==> src/rtl/reorder_buffer_pc_match_macros.svh <==
// Assertion macros for the reorder buffer.
`ifndef REORDER_BUFFER_PC_MATCH_MACROS_SVH
`define REORDER_BUFFER_PC_MATCH_MACROS_SVH
`ifndef SYNTHESIS
`define ROB_ASSERT(lbl, prop) \
    lbl: assert property (@(posedge clk) disable iff (!rst_n) prop) \
        else $error("rob assertion failed");
`define ROB_ASSERT_RST(lbl, prop) \
    lbl: assert property (@(posedge clk) prop) \
        else $error("rob assertion failed");
`else
`define ROB_ASSERT(lbl, prop)
`define ROB_ASSERT_RST(lbl, prop)
`endif
`endif

==> src/rtl/rob_pkg.sv <==
// Shared types and codes for the reorder buffer.
`timescale 1ns / 1ps
package rob_pkg;
    localparam logic [1:0] FUNC_ALLOC    = 2'd0;
    localparam logic [1:0] FUNC_MARK     = 2'd1;
    localparam logic [1:0] FUNC_COMPLETE = 2'd2;
    localparam logic [1:0] FUNC_COMMIT   = 2'd3;

    localparam logic [4:0] CAP_RESET = 5'd16;

    typedef struct packed {
        logic [31:0] id;
        logic [31:0] pc;
        logic [7:0]  opcode;
        logic [5:0]  dest;
        logic [7:0]  prev_phys;
        logic [31:0] value;
        logic        complete;
        logic        exception;
    } entry_t;

    typedef struct packed {
        logic shift;
        logic mark;
        logic complete;
    } cell_ctrl_t;
endpackage

==> src/rtl/rob_cell.sv <==
// One reorder buffer slot: holds an entry, shifts towards the head on commit.
`timescale 1ns / 1ps
module rob_cell (
    input  logic               clk,
    input  rob_pkg::cell_ctrl_t ctrl,
    input  logic               occupied,
    input  logic               load,
    input  rob_pkg::entry_t    load_entry,
    input  rob_pkg::entry_t    shift_entry,
    input  logic [31:0]        req_pc,
    input  logic [31:0]        req_value,
    input  logic               found_in,
    output logic               found_out,
    output rob_pkg::entry_t    entry
);
    rob_pkg::entry_t entry_reg;
    rob_pkg::entry_t entry_next;
    logic            hit;

    assign hit       = occupied && (entry_reg.pc == req_pc) && !found_in;
    assign found_out = found_in || (occupied && (entry_reg.pc == req_pc));
    assign entry     = entry_reg;

    always_comb
    begin
        entry_next = entry_reg;
        if (ctrl.shift)
        begin
            entry_next = shift_entry;
        end
        else if (load)
        begin
            entry_next = load_entry;
        end
        else if (hit && ctrl.mark)
        begin
            entry_next.exception = 1'b1;
        end
        else if (hit && ctrl.complete)
        begin
            entry_next.value    = req_value;
            entry_next.complete = 1'b1;
        end
    end

    always_ff @(posedge clk)
    begin
        entry_reg <= entry_next;
    end
endmodule

==> src/rtl/reorder_buffer_pc_match.sv <==
// Reorder buffer top level: cell chain, occupancy control and result register.
// One transaction per cycle: a request is taken whenever the result register is
// empty or being drained, and its result appears in the next cycle. Entries sit
// in a row of DEPTH cells with the oldest in cell 0; commit shifts the row by one
// cell, and pc lookups ripple a found flag from the oldest cell to the newest.
`timescale 1ns / 1ps
`include "reorder_buffer_pc_match_macros.svh"
module reorder_buffer_pc_match #(
    parameter int DEPTH = 16
) (
    input  logic        clk,
    input  logic        rst_n,
    input  logic        cfg_wr_en,
    input  logic [4:0]  cfg_wr_data,
    input  logic        in_valid,
    output logic        in_ready,
    input  logic [1:0]  func,
    input  logic [31:0] pc,
    input  logic [7:0]  opcode,
    input  logic [5:0]  dest_reg,
    input  logic [7:0]  prev_phys_reg,
    input  logic [31:0] value,
    output logic        out_valid,
    input  logic        out_ready,
    output logic        stall_res,
    output logic [31:0] alloc_id,
    output logic        matched,
    output logic        commit_valid,
    output logic        commit_error,
    output logic [31:0] commit_id,
    output logic [31:0] commit_pc,
    output logic [7:0]  commit_opcode,
    output logic [5:0]  commit_dest_reg,
    output logic [7:0]  commit_prev_phys,
    output logic [31:0] commit_value,
    output logic [2:0]  commit_flags
);
    localparam int CW = $clog2(DEPTH + 1);

    logic [4:0]    cap_reg;
    logic [CW-1:0] count_reg, count_next;
    logic [31:0]   next_id_reg, next_id_next;
    logic          out_valid_reg;
    logic          stall_reg, matched_reg, cvalid_reg, cerror_reg;
    logic [31:0]   alloc_id_reg;
    logic [2:0]    cflags_reg;
    rob_pkg::entry_t centry_reg;

    logic            accept;
    logic [31:0]     eff_limit;
    logic            full, empty;
    logic            do_alloc, do_commit, flush;
    rob_pkg::cell_ctrl_t ctrl;
    rob_pkg::entry_t alloc_entry;
    rob_pkg::entry_t cells [DEPTH];
    logic [DEPTH:0]  found;
    rob_pkg::entry_t head;

    assign in_ready = !out_valid_reg || out_ready;
    assign accept   = in_valid && in_ready;

    assign eff_limit = (32'(cap_reg) > 32'(DEPTH)) ? 32'(DEPTH) : 32'(cap_reg);
    assign full      = 32'(count_reg) >= eff_limit;
    assign empty     = count_reg == '0;
    assign head      = cells[0];

    assign do_alloc  = accept && (func == rob_pkg::FUNC_ALLOC) && !full;
    assign do_commit = accept && (func == rob_pkg::FUNC_COMMIT) && !empty;
    assign flush     = do_commit && head.exception;

    assign ctrl.shift    = do_commit;
    assign ctrl.mark     = accept && (func == rob_pkg::FUNC_MARK);
    assign ctrl.complete = accept && (func == rob_pkg::FUNC_COMPLETE);

    assign next_id_next = do_alloc ? next_id_reg + 32'd1 : next_id_reg;

    always_comb
    begin
        alloc_entry.id        = next_id_next;
        alloc_entry.pc        = pc;
        alloc_entry.opcode    = opcode;
        alloc_entry.dest      = dest_reg;
        alloc_entry.prev_phys = prev_phys_reg;
        alloc_entry.value     = value;
        alloc_entry.complete  = 1'b0;
        alloc_entry.exception = 1'b0;
    end

    assign found[0] = 1'b0;

    for (genvar i = 0; i < DEPTH; i++)
    begin : g_cell
        rob_cell u_cell (
            .clk         (clk),
            .ctrl        (ctrl),
            .occupied    (CW'(i) < count_reg),
            .load        (do_alloc && (count_reg == CW'(i))),
            .load_entry  (alloc_entry),
            .shift_entry ((i == DEPTH - 1) ? cells[i] : cells[(i + 1) % DEPTH]),
            .req_pc      (pc),
            .req_value   (value),
            .found_in    (found[i]),
            .found_out   (found[i+1]),
            .entry       (cells[i])
        );
    end

    always_comb
    begin
        count_next = count_reg;
        if (do_alloc)
        begin
            count_next = count_reg + CW'(1);
        end
        else if (flush)
        begin
            count_next = '0;
        end
        else if (do_commit)
        begin
            count_next = count_reg - CW'(1);
        end
    end

    always_ff @(posedge clk or negedge rst_n)
    begin
        if (!rst_n)
        begin
            cap_reg       <= rob_pkg::CAP_RESET;
            count_reg     <= '0;
            next_id_reg   <= '0;
            out_valid_reg <= 1'b0;
        end
        else
        begin
            if (cfg_wr_en)
            begin
                cap_reg <= cfg_wr_data;
            end
            count_reg   <= count_next;
            next_id_reg <= next_id_next;
            if (accept)
            begin
                out_valid_reg <= 1'b1;
            end
            else if (out_ready)
            begin
                out_valid_reg <= 1'b0;
            end
        end
    end

    // result payload
    always_ff @(posedge clk)
    begin
        if (accept)
        begin
            stall_reg    <= (func == rob_pkg::FUNC_ALLOC) && full;
            alloc_id_reg <= next_id_next;
            matched_reg  <= ((func == rob_pkg::FUNC_MARK) ||
                             (func == rob_pkg::FUNC_COMPLETE)) && found[DEPTH];
            cvalid_reg   <= do_commit;
            cerror_reg   <= (func == rob_pkg::FUNC_COMMIT) && empty;
            centry_reg   <= do_commit ? head : '0;
            cflags_reg   <= do_commit ? {flush, head.exception, head.complete} : 3'd0;
        end
    end

    assign out_valid        = out_valid_reg;
    assign stall_res        = stall_reg;
    assign alloc_id         = alloc_id_reg;
    assign matched          = matched_reg;
    assign commit_valid     = cvalid_reg;
    assign commit_error     = cerror_reg;
    assign commit_id        = centry_reg.id;
    assign commit_pc        = centry_reg.pc;
    assign commit_opcode    = centry_reg.opcode;
    assign commit_dest_reg  = centry_reg.dest;
    assign commit_prev_phys = centry_reg.prev_phys;
    assign commit_value     = centry_reg.value;
    assign commit_flags     = cflags_reg;

    `ROB_ASSERT(a_count_bound, (32'(count_reg) <= 32'(DEPTH)))
    `ROB_ASSERT(a_alloc_grows, do_alloc |=> (count_reg == CW'($past(count_reg) + CW'(1))))
    `ROB_ASSERT(a_flush_empties, flush |=> (count_reg == '0))
    `ROB_ASSERT_RST(a_reset_idle, !rst_n |-> (count_reg == '0) && !out_valid_reg)
endmodule

==> config.mk <==
export PLATFORM = sky130hd
export DESIGN_NAME = reorder_buffer_pc_match
export DESIGN_NICKNAME = d
export VERILOG_FILES = /design/src/rtl/rob_pkg.sv /design/src/rtl/rob_cell.sv /design/src/rtl/reorder_buffer_pc_match.sv
export VERILOG_INCLUDE_DIRS = /design/src /design/src/rtl
export SDC_FILE = /design/constraint.sdc
export NUM_CORES = 2
export LEC_CHECK = 0
export BUFFER_PORTS_ARGS = -buffer_cell sky130_fd_sc_hd__buf_2
export CORE_ASPECT_RATIO = 1.1
export CORE_UTILIZATION = 60
export CTS_BUF_LIST = sky130_fd_sc_hd__clkbuf_8
export CTS_CLUSTER_DIAMETER = 40
export CTS_CLUSTER_SIZE = 8
export DETAILED_ROUTE_END_ITERATION = 12
export PLACE_DENSITY = 0.77
export SLEW_MARGIN = 20
export SYNTH_ARGS = -nofsm -noshare
export SYNTH_HDL_FRONTEND = slang
export SYNTH_SLANG_ARGS = --single-unit
==> constraint.sdc <==
create_clock -name clk -period 8.45 [get_ports clk]
set_clock_uncertainty 0.15 [all_clocks]
set_input_delay 1.69 -clock clk [delete_from_list [all_inputs] [get_ports clk]]
set_output_delay 1.69 -clock clk [all_outputs]
set_load 0.03 [all_outputs]
==> metrics.txt <==
number of top-level pins approximately 260; Tot Pwr ~23 mW; drt pass-1 iters 6; worst path cell trace inv_1 > ha_1 > nand2b_1 > a21o_1 > a21o_1 > a21oi_2 > o21ai_1 > buf_4 > nor2_1 > nand4_1 > inv_4 > buf_12; mapped cell area roughly 89000 um^2; f_max 182.3 MHz; post-synthesis cell type count 78; Skew-Pair Late Insertion Delay 1.04 ns; clock power share 32.1%; Int Power ~17 mW; Slew HR around 20%; crit path time final ~5.5 ns; Startpoint Class flip-flop; Global Route Usage Sum approximately 28%; number of max-cap violations 0; max reg flops between 1500 and 2000; RePlAce Congestion between 0.9 and 1; vias after detailed routing slightly above 50000; Die ar. ~150000 um^2; syn avg cell area 15.18 um^2; Critical Path RT between 8 and 9 ns; drt drc 0; Slew Viols, Final 0; Reg power frac a little under three fifths; Critical R2R Capture g_cell[15].u_cell.entry[95]; vias in the first global route 49760; setup violators final 0; P&R area growth vs syn 8.829%; number of hold violations in the final report 0; largest net degree at the start of global routing 251; RSZ-0062 raised after global routing no; area of the multi-input gates about 23000 um^2; iteration-0 DRC count of the detailed router slightly above 6000; Top Usage Layer GRT met2; TritonCTS clock tree done; Worst Setup Path Type flip-flop to flip-flop; met1 Use GR a little under two fifths; initial antenna violation count 6; period utilization between 60% and 70%; ANT nets after route 0; EDFF count, synth 2077; CP most frequent cell a21o_1; Synth top area share between 70 and 80%; placed cell areas approximately 90000 um^2; NumNets Final roughly 6200; most frequent cells in the layout edfxtp_1, a21o_1, nand2_1; CORE AREA approximately 150000 um^2; RR Startpoint count_reg[0]; PostCTS Resize Cnt 0; Wirelength per Cell 25.68 um; via-per-instance ratio between 6 and 7; hold_buf cts 0; wire length of the first global-routing pass 309500 um; Worst Hold Endpoint g_cell[0].u_cell.entry[115]; CTS HTree Levels 5; Synth area leaders edfxtp_1, a21o_1, xor2_1; Die H about 410 um; filler cell count in the final layout slightly above 10000; area leader, netlist edfxtp_1; Hold Crit Start g_cell[1].u_cell.entry[115]; pwr/cell area 236.8 nW/um^2; Seq cells post-synth 2120; Async SR Flop Fraction ~2%; met2 GRT Util between 40% and 50%; register area around 63000 um^2; switching share of total power between 20% and 30%; Synth Instances between 5000 and 6000; CTS max path bufs 4; Least-Margin Pin Slew ~1.2 ns; Hold WC Path Type flip-flop to flip-flop; slowest CP cell nor2_1; FP Rows about 150; CTS Root Cell clkbuf_8; cell depth of the worst flop-to-flop path 12; routed wire length ~210000 um; half-perimeter wire length after placement ~130000 um; grt total ovfl 0; commonest non-fill, non-tap cell in the layout edfxtp_1; syn_nets around 6000; hold path depth 2; Critical Path AT between 5 and 6 ns; met3 Track Usage GR around 6.0%; PortBufs about 260; CTS clk-pin slew, worst paths approximately 0.060 ns; Max IR drop VDD 0.1961 mV; initial core utilization about three fifths; Yosys warnings 0; combinational power share between 10% and 20%; cts bufs inserted 324; final core occ ~66%; CTS Sinks around 2100; layout cells sized above 1 a little over an eighth; Worst setup EP type flip-flop; Seq/Total Area, Yosys 71.59%; NetSw 5.868 mW; R2R setup slack about 3.0 ns; top_reg_cell synth edfxtp_1; tightest hold margin between 0.2 and 0.3 ns; post-CTS setup buffers 0; status completed; TNS Setup 0 ns; Die X around 370 um; final instance area 96450 um^2; Leak roughly 39 nW; Worst path max stage delay roughly 0.67 ns; CP max FO 64
[layout make-up]
| type | count | area share, % |
|---|---|---|
| Inverter | 30 | 0.1660 |
| Timing Repair Buffer | 356 | 2.353 |
| Antenna cell | 3 | 0.007783 |
| Clock buffer | 330 | 4.709 |
| Sequential cell | 2120 | 65.78 |
| Multi-Input combinational cell | 3261 | 23.98 |
| Clock inverter | 86 | 0.4878 |
| Tap cell | 1937 | 2.513 |
[worst max path at each step]
stage / startpoint / to / slack (ns) / cells after the start
5_1_grt: count_reg[0] / g_cell[15].u_cell.entry[111] / 2.74 / 12
3_3_place_gp: func[0] / g_cell[15].u_cell.entry[96] / 2.29 / 11
6_report: count_reg[0] / g_cell[15].u_cell.entry[95] / 2.96 / 12
3_5_place_dp: func[0] / g_cell[15].u_cell.entry[96] / 2.16 / 11
4_1_cts: count_reg[0] / g_cell[15].u_cell.entry[111] / 3.08 / 12
2_1_floorplan: out_ready / g_cell[10].u_cell.entry[10] / 0.36 / 6
[critical path, delay by kind of cell (launching register included)]
kind	cells	cell delay, ns
AOI/OAI and AO/OA	4	0.78
buffers and inverters	4	1.58
and+or+nand+nor	3	1.43
DFF	1	0.66
adders and majority gates	1	0.39
[routing by layer]
layer / share of wire [%] / vias up
met5: 0.0067 / -
met4: 3.3 / 2
met3: 9.6 / 401
met2: 47 / 2533
met1: 40 / 25400
li1: - / 22060
[synthesized netlist by cell type, types with 4 or more instances]
cell       instances
a31oi_1           13
o21ai_0           35
xnor2_1          197
nand3_1           28
inv_1             29
edfxtp_1        2077
xor2_1           336
a21o_1          1341
a2111oi_0          4
and3_1             9
nand2_1          341
nor2b_1           95
nor3_1            19
clkbuf_1         166
nand3b_1           5
dfrtp_1           42
o31ai_1            4
o21a_1           240
buf_1              7
or2_2              4
or4_1              8
nand2b_2           8
buf_6             28
ha_1              15
nor4_1            87
nor2_1           169
buf_2            175
a211oi_1           7
nand2b_1          10
nand4_1           65
and2_1           127
mux2_2             6
mux2i_1            6
buf_4             53
a21oi_1           11
nor3_2             8
a41oi_1            5
[power groups by stage]
stage,sequential (mW),combinational [mW],clock (mW)
after floorplan,13.0,1.76,0
after global placement,13.0,2.61,0
after detailed placement,13.0,2.69,0
after CTS,12.8,2.71,7.45
after global routing,12.8,2.91,7.85
final,12.8,2.74,7.34
[per-stage QoR]
stage	instances	worst slack, ns
CTS	8120	3.079
global placement	7704	2.294
global route	8121	2.737
finish	8123	2.965
detailed placement	7704	2.163
floorplan	5840	0.3587
[cells by family (layout without fill, tap and decap cells)]
kind of cell             count (synthesis)  count (layout)  share of synthesized area [%]
flip-flops                            2120            2120                          71.59
AO/OA/AOI/OAI                         1690            1690                          14.28
AND/OR/NAND/NOR                       1009            1009                          5.829
XOR/XNOR                               533             533                          5.267
buffers and inverters                  459             802                          2.653
adder cells (fa/ha/maj)                 15              15                         0.2118
multiplexers                            14              14                         0.1751
other                                    0               3                              0
Note: power is estimated with default switching activity, not from simulation.
